## config.mk

```make
export PLATFORM = sky130hd
export DESIGN_NAME = command_line_parser
export DESIGN_NICKNAME = d
export VERILOG_FILES = /design/src/clp_pkg.sv /design/src/clp_core.sv /design/src/command_line_parser.sv
export SDC_FILE = /design/constraint.sdc
export NUM_CORES = 1
export LEC_CHECK = 0
export ABC_CLOCK_PERIOD_IN_PS = 26300
export BUFFER_PORTS_ARGS = -buffer_cell sky130_fd_sc_hd__buf_2
export CORE_MARGIN = 5
export CORE_UTILIZATION = 40
export CTS_CLUSTER_SIZE = 30
export DETAILED_ROUTE_END_ITERATION = 7
export GPL_TIMING_DRIVEN = 0
export HOLD_SLACK_MARGIN = 0.06
export MAX_ROUTING_LAYER = met4
export PLACE_DENSITY = 0.6
export SETUP_SLACK_MARGIN = 0.15
export SLEW_MARGIN = 0
export SYNTH_ARGS = -nofsm -noshare
export SYNTH_HDL_FRONTEND = slang
export SYNTH_HIERARCHICAL = 1
export SYNTH_SLANG_ARGS = --single-unit
```

## constraint.sdc

```tcl
create_clock -name clk_i -period 26.3 [get_ports clk_i]
set_input_delay 5.26 -clock clk_i [delete_from_list [all_inputs] [get_ports clk_i]]
set_output_delay 5.26 -clock clk_i [all_outputs]
set_load 0.1 [all_outputs]
```

## src/clp_pkg.sv

```systemverilog
package clp_pkg;

  localparam int unsigned MAX_DIGITS = 10;
  localparam int unsigned CNT_W      = $clog2(MAX_DIGITS + 1);
  localparam int unsigned ARG_W      = 34;
  localparam int unsigned POS_W      = 6;
  localparam int unsigned TOK_W      = 9;

  localparam logic [POS_W-1:0] POS_START   = 6'd0;
  localparam logic [POS_W-1:0] POS_ASSIGN  = 6'd1;
  localparam logic [POS_W-1:0] POS_SUM     = 6'd9;
  localparam logic [POS_W-1:0] POS_CLEAR   = 6'd22;
  localparam logic [POS_W-1:0] SCRIPT_LEN  = 6'd31;
  localparam logic [POS_W-1:0] POS_DISCARD = 6'd63;

  localparam logic [TOK_W-1:0] TOK_NUM = 9'h100;
  localparam logic [TOK_W-1:0] TOK_EOL = 9'h101;

  localparam logic [7:0] CH_NL   = 8'h0A;
  localparam logic [7:0] CH_ZERO = 8'h30;
  localparam logic [7:0] CH_NINE = 8'h39;
  localparam logic [7:0] CH_F    = 8'h66;
  localparam logic [7:0] CH_S    = 8'h73;
  localparam logic [7:0] CH_C    = 8'h63;

  typedef enum logic [1:0] {
    KIND_ASSIGN = 2'd0,
    KIND_SUM    = 2'd1,
    KIND_CLEAR  = 2'd2,
    KIND_ERROR  = 2'd3
  } kind_e;

  typedef struct packed {
    logic             valid;
    kind_e            kind;
    logic [ARG_W-1:0] arg_first;
    logic [ARG_W-1:0] arg_second;
    logic [ARG_W-1:0] arg_third;
  } result_t;

  // expected token at each grammar position; past the script reads as end of line
  function automatic logic [TOK_W-1:0] token_at(input logic [POS_W-1:0] pos);
    logic [TOK_W-1:0] tok;
    case (pos)
      6'd1:    tok = {1'b0, 8'h66};  // f
      6'd2:    tok = {1'b0, 8'h28};  // (
      6'd3:    tok = TOK_NUM;
      6'd4:    tok = {1'b0, 8'h29};  // )
      6'd5:    tok = {1'b0, 8'h3A};  // :
      6'd6:    tok = {1'b0, 8'h3D};  // =
      6'd7:    tok = TOK_NUM;
      6'd8:    tok = TOK_EOL;
      6'd9:    tok = {1'b0, 8'h73};  // s
      6'd10:   tok = {1'b0, 8'h75};  // u
      6'd11:   tok = {1'b0, 8'h6D};  // m
      6'd12:   tok = {1'b0, 8'h61};  // a
      6'd13:   tok = {1'b0, 8'h28};  // (
      6'd14:   tok = TOK_NUM;
      6'd15:   tok = {1'b0, 8'h2C};  // ,
      6'd16:   tok = TOK_NUM;
      6'd17:   tok = {1'b0, 8'h2E};  // .
      6'd18:   tok = {1'b0, 8'h2E};  // .
      6'd19:   tok = TOK_NUM;
      6'd20:   tok = {1'b0, 8'h29};  // )
      6'd21:   tok = TOK_EOL;
      6'd22:   tok = {1'b0, 8'h63};  // c
      6'd23:   tok = {1'b0, 8'h7A};  // z
      6'd24:   tok = {1'b0, 8'h79};  // y
      6'd25:   tok = {1'b0, 8'h73};  // s
      6'd26:   tok = {1'b0, 8'h63};  // c
      6'd27:   tok = {1'b0, 8'h28};  // (
      6'd28:   tok = TOK_NUM;
      6'd29:   tok = {1'b0, 8'h29};  // )
      6'd30:   tok = TOK_EOL;
      6'd0:    tok = 9'h000;
      default: tok = TOK_EOL;
    endcase
    return tok;
  endfunction

  // which saved slot a number at this position lands in (0: none)
  function automatic logic [1:0] slot_of(input logic [POS_W-1:0] pos);
    logic [1:0] s;
    case (pos)
      6'd3, 6'd14, 6'd28: s = 2'd1;
      6'd7, 6'd16:        s = 2'd2;
      6'd19:              s = 2'd3;
      default:            s = 2'd0;
    endcase
    return s;
  endfunction

endpackage

```

## src/clp_core.sv

```systemverilog
module clp_core (
  input  logic                  clk_i,
  input  logic                  rst_ni,
  input  logic                  step_i,
  input  logic [7:0]            char_i,
  input  logic                  eos_i,
  output clp_pkg::result_t      result_o
);

  logic [clp_pkg::POS_W-1:0] pos_q, pos_d;
  logic [clp_pkg::ARG_W-1:0] num_q, num_d;
  logic [clp_pkg::CNT_W-1:0] cnt_q, cnt_d;
  logic [clp_pkg::ARG_W-1:0] first_q, first_d;
  logic [clp_pkg::ARG_W-1:0] second_q, second_d;

  logic                      is_digit;
  logic [clp_pkg::ARG_W-1:0] digit;
  logic [clp_pkg::ARG_W-1:0] num_x10;

  assign is_digit = (char_i >= clp_pkg::CH_ZERO) && (char_i <= clp_pkg::CH_NINE);
  assign digit    = {{(clp_pkg::ARG_W-4){1'b0}}, char_i[3:0]};
  assign num_x10  = {num_q[clp_pkg::ARG_W-4:0], 3'b000} +
                    {num_q[clp_pkg::ARG_W-2:0], 1'b0};

  always_comb begin : step_logic
    logic [clp_pkg::TOK_W-1:0] tok;
    logic                      done;
    logic                      err;
    logic                      emit;
    logic                      clr;
    pos_d    = pos_q;
    num_d    = num_q;
    cnt_d    = cnt_q;
    first_d  = first_q;
    second_d = second_q;
    result_o = '0;
    done     = 1'b0;
    err      = 1'b0;
    emit     = 1'b0;
    clr      = 1'b0;
    tok      = clp_pkg::token_at(pos_q);

    if (eos_i) begin
      if (pos_q != clp_pkg::POS_START && pos_q < clp_pkg::SCRIPT_LEN) begin
        if (tok == clp_pkg::TOK_NUM && cnt_q != '0) begin
          if (clp_pkg::slot_of(pos_d) == 2'd1) first_d = num_q;
          else if (clp_pkg::slot_of(pos_d) == 2'd2) second_d = num_q;
          pos_d = pos_d + 6'd1;
        end
        if (clp_pkg::token_at(pos_d) == clp_pkg::TOK_EOL) emit = 1'b1;
        else result_o.valid = 1'b1;
      end
      clr = 1'b1;
    end else if (pos_q == clp_pkg::POS_START) begin
      if (char_i == clp_pkg::CH_F) pos_d = clp_pkg::POS_ASSIGN + 6'd1;
      else if (char_i == clp_pkg::CH_S) pos_d = clp_pkg::POS_SUM + 6'd1;
      else if (char_i == clp_pkg::CH_C) pos_d = clp_pkg::POS_CLEAR + 6'd1;
      else err = 1'b1;
    end else if (pos_q >= clp_pkg::SCRIPT_LEN) begin
      if (char_i == clp_pkg::CH_NL) clr = 1'b1;
    end else begin
      if (tok == clp_pkg::TOK_NUM) begin
        if (cnt_q == '0) begin
          done = 1'b1;
          if (char_i == clp_pkg::CH_ZERO) begin
            num_d = '0;
            if (clp_pkg::slot_of(pos_q) == 2'd1) first_d = '0;
            else if (clp_pkg::slot_of(pos_q) == 2'd2) second_d = '0;
            pos_d = pos_q + 6'd1;
          end else if (!is_digit) begin
            err = 1'b1;
          end else begin
            num_d = digit;
            cnt_d = clp_pkg::CNT_W'(1);
          end
        end else if (is_digit && cnt_q < clp_pkg::CNT_W'(clp_pkg::MAX_DIGITS)) begin
          done  = 1'b1;
          num_d = num_x10 + digit;
          cnt_d = cnt_q + clp_pkg::CNT_W'(1);
        end else begin
          if (clp_pkg::slot_of(pos_q) == 2'd1) first_d = num_q;
          else if (clp_pkg::slot_of(pos_q) == 2'd2) second_d = num_q;
          cnt_d = '0;
          pos_d = pos_q + 6'd1;
          tok   = clp_pkg::token_at(pos_d);
        end
      end
      if (!done) begin
        if (tok == clp_pkg::TOK_EOL) begin
          if (char_i != clp_pkg::CH_NL) begin
            err = 1'b1;
          end else begin
            emit = 1'b1;
            clr  = 1'b1;
          end
        end else if ({1'b0, char_i} == tok) begin
          pos_d = pos_d + 6'd1;
        end else begin
          err = 1'b1;
        end
      end
    end

    if (emit) begin
      result_o.valid = 1'b1;
      if (pos_d < clp_pkg::POS_SUM) begin
        result_o.kind       = clp_pkg::KIND_ASSIGN;
        result_o.arg_first  = first_d;
        result_o.arg_second = second_d;
      end else if (pos_d < clp_pkg::POS_CLEAR) begin
        result_o.kind       = clp_pkg::KIND_SUM;
        result_o.arg_first  = first_d;
        result_o.arg_second = second_d;
        result_o.arg_third  = num_q;
      end else begin
        result_o.kind       = clp_pkg::KIND_CLEAR;
        result_o.arg_first  = first_d;
      end
    end else if (result_o.valid || err) begin
      result_o.valid = 1'b1;
      result_o.kind  = clp_pkg::KIND_ERROR;
    end

    if (err || clr) begin
      num_d    = '0;
      cnt_d    = '0;
      first_d  = '0;
      second_d = '0;
      pos_d    = clp_pkg::POS_START;
      if (err && !eos_i && char_i != clp_pkg::CH_NL) pos_d = clp_pkg::POS_DISCARD;
    end
  end

  always_ff @(posedge clk_i or negedge rst_ni) begin
    if (!rst_ni) begin
      pos_q    <= clp_pkg::POS_START;
      num_q    <= '0;
      cnt_q    <= '0;
      first_q  <= '0;
      second_q <= '0;
    end else if (step_i) begin
      pos_q    <= pos_d;
      num_q    <= num_d;
      cnt_q    <= cnt_d;
      first_q  <= first_d;
      second_q <= second_d;
    end
  end

endmodule

```

## src/command_line_parser.sv

```systemverilog
// Line command recognizer: takes one character word per cycle (tlast marks end of
// stream and carries no character) and recognizes f(K):=V, suma(T,L..R) and
// czysc(T), each ended by a newline or end of stream. A finished line gives one
// result word (tuser kind: 0 assignment, 1 sum, 2 clear, 3 syntax error); any
// mismatch gives one error word and drops the rest of the line. A new character
// is taken every cycle unless a result word waits; a character passes through the
// input register and the combinational grammar step with its multiply-by-ten
// accumulate on its way to the result register. The input side stalls only while a
// result word waits to be taken.
module command_line_parser (
  input  logic          clk_i,
  input  logic          rst_ni,
  input  logic          s_axis_tvalid,
  output logic          s_axis_tready,
  input  logic [7:0]    s_axis_tdata,   // [7:0] char_byte
  input  logic          s_axis_tlast,   // end_of_stream
  output logic          m_axis_tvalid,
  input  logic          m_axis_tready,
  output logic [103:0]  m_axis_tdata,   // [33:0] arg_first, [67:34] arg_second,
                                        // [101:68] arg_third, [103:102] zero
  output logic [1:0]    m_axis_tuser    // event_kind
);

  logic                  in_v_q, in_v_d;
  logic [7:0]            char_q;
  logic                  eos_q;
  logic                  adv;
  clp_pkg::result_t      res;
  logic                  out_v_q, out_v_d;
  clp_pkg::kind_e        kind_q;
  logic [clp_pkg::ARG_W-1:0] a1_q, a2_q, a3_q;

  assign adv           = in_v_q && (!out_v_q || m_axis_tready);
  assign s_axis_tready = !in_v_q || adv;
  assign in_v_d        = (s_axis_tvalid && s_axis_tready) ? 1'b1 : (adv ? 1'b0 : in_v_q);
  assign out_v_d       = (adv && res.valid) ? 1'b1 : (m_axis_tready ? 1'b0 : out_v_q);

  clp_core u_core (
    .clk_i    (clk_i),
    .rst_ni   (rst_ni),
    .step_i   (adv),
    .char_i   (char_q),
    .eos_i    (eos_q),
    .result_o (res)
  );

  always_ff @(posedge clk_i or negedge rst_ni) begin
    if (!rst_ni) begin
      in_v_q  <= 1'b0;
      out_v_q <= 1'b0;
    end else begin
      in_v_q  <= in_v_d;
      out_v_q <= out_v_d;
    end
  end

  always_ff @(posedge clk_i) begin
    if (s_axis_tvalid && s_axis_tready) begin
      char_q <= s_axis_tdata;
      eos_q  <= s_axis_tlast;
    end
    if (adv && res.valid) begin
      kind_q <= res.kind;
      a1_q   <= res.arg_first;
      a2_q   <= res.arg_second;
      a3_q   <= res.arg_third;
    end
  end

  assign m_axis_tvalid = out_v_q;
  assign m_axis_tuser  = kind_q;
  assign m_axis_tdata  = {2'b00, a3_q, a2_q, a1_q};

  a_stall_only_on_output: assert property (@(posedge clk_i) disable iff (!rst_ni)
    (in_v_q && !adv) |-> (out_v_q && !m_axis_tready))
    else $error("input stage stalled without a blocked result");

  a_error_args_zero: assert property (@(posedge clk_i) disable iff (!rst_ni)
    (m_axis_tvalid && m_axis_tuser == clp_pkg::KIND_ERROR) |-> (m_axis_tdata == '0))
    else $error("error word carries nonzero arguments");

  a_clear_args: assert property (@(posedge clk_i) disable iff (!rst_ni)
    (m_axis_tvalid && m_axis_tuser == clp_pkg::KIND_CLEAR) |->
      (m_axis_tdata[103:34] == '0))
    else $error("clear word carries extra arguments");

endmodule
```

==> flow_summary.ini, run 1 <==
[critical_path]
end_kind = primary output
cp_max_fo = 3
worst-setup-path-type = in -> out
cp-start-kind = input port
critical_path.startpoint = m_axis_tready
r2r-start = u_core/pos_q[1]
reg2reg_slack_ps = 17730
crit_slowest_cell = buf_2
crit_required_ps = 21040
crit_top_cell = buf_2
arrival_ps = 5900
slowest_delay_ps = 420
path_cells = buf_2, nand3b_4, buf_2

[synthesis]
synth_top_cell_by_area = edfxtp_1
synth_common_cells = 114 x dfrtp_1, 113 x edfxtp_1, 93 x a22o_1, 87 x nor2_1, 82 x ha_1
ys_async_sr_fraction_pct = 50.2
synth-seq-cells = 227
yosysSeqAreaShare_pct = 44.8
ys.flop_type = dfrtp_1
yosysWarnings = 6
post_synth.cell_area_avg_um2 = 10.3
synth_cells = 1348
yosysMostFrequentCell = dfrtp_1
synth_cell_types = 95
yosys-top-cells-area = edfxtp_1 24%, dfrtp_1 20%, ha_1 7.4%, a22o_1 5.8%, a22oi_1 4.1%
synth-edff-count = 113
synth_top_cell_area_share_pct = 24.3
syn_area_um2 = 13900

[clock_network]
post-cts-setup-buffer-count = 0
cts_tree = built
clock-root-buffer = clkbuf_16
clkSinkCount = 227
clk_latency_ps = 550
htreeDepth = 1
cts-buffers-inserted = 26
postCtsHoldBufs = 0
path_clk_slew_ps = 60
clockBufferDepth = 3
cts_resized = 0

[drt]
wl_met2_um = 19100
drt-total-wl_um = 42000
final_antenna_net_count = 0
drc = 0
first_iter_violations = 1065
wl_met3_um = 2520
vias = 11713
routed_via_density = 5.93
highest_layer = met4
drtPass1Iterations = 7
wl_per_cell_um = 21.3
met1_length_um = 19200

[grt]
grt_pass1_vias = 11097
grt_util_all_layers_pct = 21.5
overflow = 0
grt_pass1_wl_um = 65100
grt_max_degree = 97
antenna_found_initial = 0

[die]
die-height_um = 197
row_count = 68
dieArea_um2 = 38700
core_um2 = 34500
pin_count = 121
die_x_um = 197
initial_utilization_pct = 40.5

[timing]
fin_crit_sh_pct = 42.4
rsz0062_at_grt = no
slew_viol_final = 0
worstMarginPinSlew_ps = 1310
fmax_mhz = 89.6
setup_violations = 0
fin_setup_tns_ps = 0
finalCriticalPeriod_ps = 11160
relSlewSlack_pct = 12.0
finalHoldViolCount = 0
finalClockSkew_ps = 18.8

[run_status]
outcome = finished, final reports clean

[placed_design]
dp_hpwl_um = 30800
place.gp.congestion = 0.942
portBuffers = 118

[final_layout]
area_growth_syn_to_layout_pct = 15.6
drive_gt1_share_pct = 18.1
final_net_count = 1596
diodes = 0

[flow_run]
drv_cap = 0

[worst_hold_path]
hold_class = reg -> reg
hp-start = u_core/first_q[31]
cells by family (layout without fill, tap and decap cells):
| group | count (synthesis) | count (layout) | synth area share [%] |
|---|---|---|---|
| xor+xnor | 38 | 38 | 2.49 |
| other cells | 1 | 2 | 0.0269 |
| simple gates | 358 | 358 | 13.1 |
| flops | 227 | 227 | 44.8 |
| fa+ha+maj | 84 | 84 | 7.64 |
| mux | 12 | 12 | 0.960 |
| buf+inv | 163 | 333 | 5.03 |
| compound gates | 465 | 465 | 26.0 |
registers in the layout (all words and copies together), names as in the netlist:
name             count
a1_q                34
a2_q                34
a3_q                34
u_core/first_q      34
u_core/num_q        34
u_core/second_q     34
char_q               8
u_core/pos_q         6
u_core/cnt_q         4
m_axis_tuser         2
eos_q                1
in_v_q               1
m_axis_tvalid        1
layout make-up:
| cell class | count | area [um2] |
|---|---|---|
| Clock buffer | 33 | 697 |
| Timing Repair Buffer | 122 | 684 |
| Tap cell | 455 | 569 |
| Sequential cell | 227 | 6250 |
| Multi-Input combinational cell | 959 | 7010 |
| Fill cell | 3322 | 18300 |
| Inverter | 65 | 244 |
| Clock inverter | 15 | 216 |
| Buffer | 98 | 458 |
critical path: cells and delay by family:
| kind | cells | cell delay, ps |
|---|---|---|
| buf+inv | 2 | 510 |
| simple gates | 1 | 120 |
cell usage in the layout, fill, tap and decap left out, types with 11 or more instances in the layout:
| master | count |
|---|---|
| o21ai_0 | 45 |
| a21oi_1 | 54 |
| xnor2_1 | 28 |
| nor4_1 | 11 |
| o211ai_1 | 13 |
| a211oi_2 | 30 |
| edfxtp_1 | 113 |
| clkbuf_1 | 57 |
| a22o_1 | 93 |
| nand2b_1 | 22 |
| a31oi_1 | 14 |
| ha_1 | 82 |
| inv_1 | 60 |
| nand3_1 | 25 |
| nand2_1 | 80 |
| buf_2 | 153 |
| nor2b_1 | 13 |
| o31ai_1 | 12 |
| a21o_1 | 15 |
| clkbuf_16 | 26 |
| a22oi_1 | 77 |
| o21ai_1 | 12 |
| nor3_1 | 56 |
| dfrtp_1 | 114 |
| nor2_1 | 87 |
per-stage QoR:
step / std cells / worst slack [ps] / instance area (um2) / utilization [%] / hold slack (ps)
finish: 1974 / 15140 / 16100 / 46.8 / 497
detailed placement: 1926 / 15140 / 15200 / 44.2 / 481
global route: 1974 / 15130 / 16100 / 46.8 / 509
global placement: 1922 / 12050 / 15100 / 43.9 / 482
floorplan: 1349 / 15430 / 14000 / - / 458
CTS: 1974 / 15140 / 16100 / 46.8 / 503
metal layers:
layer,global-route usage [%],up-vias
li1,-,5470
met1,30.1,5726
met2,32.8,442
met3,2.91,75
met4,6.47,0
met5,-,-
path summary, 6_finish.rpt:
path | end | cells after the start
max | s_axis_tready | 3
min | u_core/first_q[31] | 1
max reg2reg | a3_q[7] | 26
max in group asynchronous | u_core/pos_q[3] | 2
min in group asynchronous | u_core/second_q[21] | 1
min reg2reg | u_core/first_q[31] | 1
Power of run 1 is not shown: default switching activity piles up to over one toggle a cycle in this logic, so the estimate is an artifact.
==> run 2: changes to the inputs <==
--- a/config.mk
+++ b/config.mk
@@ -5,7 +5,8 @@
 export SDC_FILE = /design/constraint.sdc
 export NUM_CORES = 1
 export LEC_CHECK = 0
-export ABC_CLOCK_PERIOD_IN_PS = 26300
+export ABC_AREA = 1
+export ABC_CLOCK_PERIOD_IN_PS = 11500
 export BUFFER_PORTS_ARGS = -buffer_cell sky130_fd_sc_hd__buf_2
 export CORE_MARGIN = 5
 export CORE_UTILIZATION = 40
==> constraint.sdc (replaced) <==
create_clock -name clk_i -period 11.5 [get_ports clk_i]
set_input_delay 2.3 -clock clk_i [delete_from_list [all_inputs] [get_ports clk_i]]
set_output_delay 2.3 -clock clk_i [all_outputs]
set_load 0.1 [all_outputs]
==> run 2 against run 1 <==
Effect of this change:
- worst setup slack got worse by 10000 ps
- first-iteration DRC count increased by 12%
- sequential share of layout area decreased by 1.7 points
- clock skew about the same
- register-to-register slack got worse by 13000 ps
- wire length increased by 7.5%
- area after synthesis increased by 5.3%
- non-clock buffer count decreased by 10
- synthesized cell count increased by 43%
- die area increased by 5.1%
- cell area increased by 4.6%
- count of clock-buffer cells in the layout decreased by 1
- critical endpoint is now a2_q[8]
==> flow_summary.ini, run 2 <==
[critical_path]
cp_top_family = buffers and inverters
reg2regPathDepth = 32
cp_max_fo = 38
crit_slowest_cell = dfrtp_1
r2r_end = a2_q[8]
crit_required_ps = 11730
timing.critical_path.buf_inv = 12
reg2reg_slack_ps = 5090
r2r-start = u_core/pos_q[1]
arrival_ps = 6640
critical_path.startpoint = u_core/pos_q[1]
worst-setup-path-type = reg -> reg
end_kind = register
slowest_delay_ps = 470
cp-start-kind = register

[placed_design]
place.gp.congestion = 0.944
placedInstanceArea_um2 = 16000
portBuffers = 118
pre_cts_slack_ps = 5190
dp_hpwl_um = 33500
dp.cells = 2517

[clock_network]
htreeDepth = 1
cts-buffers-inserted = 26
cts_resized = 0
post-cts-setup-buffer-count = 0
clk_latency_ps = 550
clockBufferDepth = 3
path_clk_slew_ps = 70
clkSinkCount = 227
clock-root-buffer = clkbuf_16
postCtsHoldBufs = 0
cts_tree = built

[timing]
holdWs_ps = 551
worstMarginPinSlew_ps = 961
slew_viol_final = 0
fin_setup_tns_ps = 0
finalHoldViolCount = 0
fmax_mhz = 156
finalCriticalPeriod_ps = 6410
rsz0062_at_grt = no
fin_ws_ps = 5090
setup_violations = 0
finalClockSkew_ps = 18.5
relSlewSlack_pct = 36.0
fin_crit_sh_pct = 55.7

[power_and_ir_drop]
powerDensity_nw_per_um2 = 263
intPower_mw = 2.05
power.leakage_nw = 7.61
switching_share_pct = 53.7
p_comb_share_pct = 55.8
power_switching_mw = 2.38
p_seq_share_pct = 24.9
p_clk_share_pct = 19.4
peakVddDrop_uv = 184
p_total_mw = 4.43

[die]
die_x_um = 202
die-height_um = 202
row_count = 70
pin_count = 121
initial_utilization_pct = 40.3
core_um2 = 36400
dieArea_um2 = 40700

[final_layout]
area_growth_syn_to_layout_pct = 14.8
drive_gt1_share_pct = 11.7
final_net_count = 2174
diodes = 0
final_cells = 2565
stdcell_area_um2 = 16900
final_common_cell = nand2_1
post-route-util_pct = 46.3
final_cell_mix = 397 x nand2_1, 284 x inv_1, 179 x o21ai_0, 177 x nor2_1, 156 x nand3_1

[synthesis]
yosys-top-cells-area = edfxtp_1 23%, dfrtp_1 19%, nand2_1 10%, inv_1 7.3%, ha_1 7.0%
syn_area_um2 = 14700
ys_async_sr_fraction_pct = 50.2
post_synth.cell_area_avg_um2 = 7.63
ys.flop_type = dfrtp_1
yosysWarnings = 6
synth_top_cell_area_share_pct = 23.1
synth_top_cell_by_area = edfxtp_1
yosysSeqAreaShare_pct = 42.5
synth_cell_types = 51
synth-seq-cells = 227
synth_cells = 1925
synth_common_cells = 397 x nand2_1, 284 x inv_1, 179 x o21ai_0, 178 x nor2_1, 156 x nand3_1
yosysMostFrequentCell = nand2_1
synth-edff-count = 113

[drt]
final_antenna_net_count = 0
drc = 0
drt-total-wl_um = 45200
first_iter_violations = 1188
routed_via_density = 5.32
vias = 13639
wl_per_cell_um = 17.6
drtPass1Iterations = 5

[grt]
overflow = 0
grt_pass1_wl_um = 72100
grt_max_degree = 68
grt_util_all_layers_pct = 22.4
grt_pass1_vias = 13225
antenna_found_initial = 1

[worst_hold_path]
hold_end = u_core/second_q[14]
hp-start = u_core/second_q[14]
hold_class = reg -> reg
min_path_cells = 2

[run_status]
outcome = finished, final reports clean

[flow_run]
drv_cap = 0
==> run 2: changes by cell type after synthesis, sizes merged, moves of 93 or more <==
cell   before  now
nand2      80  402
nand3      25  157
a22o       93    0
inv        64  296
o21ai      57  222
nor2       88  189
==> run 2: worst min-delay path: cells and delay by family, from the launching register on <==
family,cells,cell delay (ps)
DFF,1,320
AOI/OAI and AO/OA,1,140
buffers and inverters,1,50
==> run 2: cell families (layout without fill, tap and decap cells) <==
logic type	Yosys count	in the layout	synth area share (%)
AO/OA/AOI/OAI	401	401	15.0
flip-flops	227	227	42.5
buffers and inverters	387	558	10.6
adder cells (fa/ha/maj)	84	84	7.26
other	1	2	0.0255
AND/OR/NAND/NOR	798	798	23.0
XOR/XNOR	27	27	1.61
==> run 2: power by group through the flow <==
stage	clock network [mW]	registers [mW]	logic [mW]
floorplan	0	1.86	1.13
global placement	0	1.15	2.40
detailed placement	0	1.12	2.45
CTS	0.878	1.11	2.46
global route	0.911	1.12	2.67
finish	0.858	1.10	2.47
==> run 2: worst max-delay path by stage <==
| stage | to | slack (ps) | cells after the start |
|---|---|---|---|
| floorplan | a1_q[0] | 2960 | 27 |
| global placement | a2_q[5] | -40 | 29 |
| detailed placement | a2_q[7] | 5190 | 32 |
| CTS | a2_q[9] | 5150 | 32 |
| global route | a2_q[8] | 4660 | 32 |
| finish | a2_q[8] | 5090 | 32 |
==> run 2: final cells by class <==
| class | count | area [um2] |
|---|---|---|
| fill | 3669 | 19600 |
| buffer | 87 | 432 |
| timing repair buffer | 123 | 699 |
| clock inverter | 16 | 171 |
| tap | 468 | 586 |
| sequential | 227 | 6250 |
| inverter | 300 | 1130 |
| multi-input combinational | 1312 | 6910 |
| clock buffer | 32 | 704 |
==> run 2: routing by layer <==
| metal | vias to the layer above | wire (um) | GRT usage, % |
|---|---|---|---|
| met5 | - | 0 | - |
| met4 | 0 | 1550 | 7.47 |
| met3 | 83 | 2920 | 3.29 |
| met2 | 473 | 19700 | 33.8 |
| met1 | 6419 | 21000 | 31.0 |
| li1 | 6664 | - | - |
No activity file was read; power rests on OpenSTA's default activity.
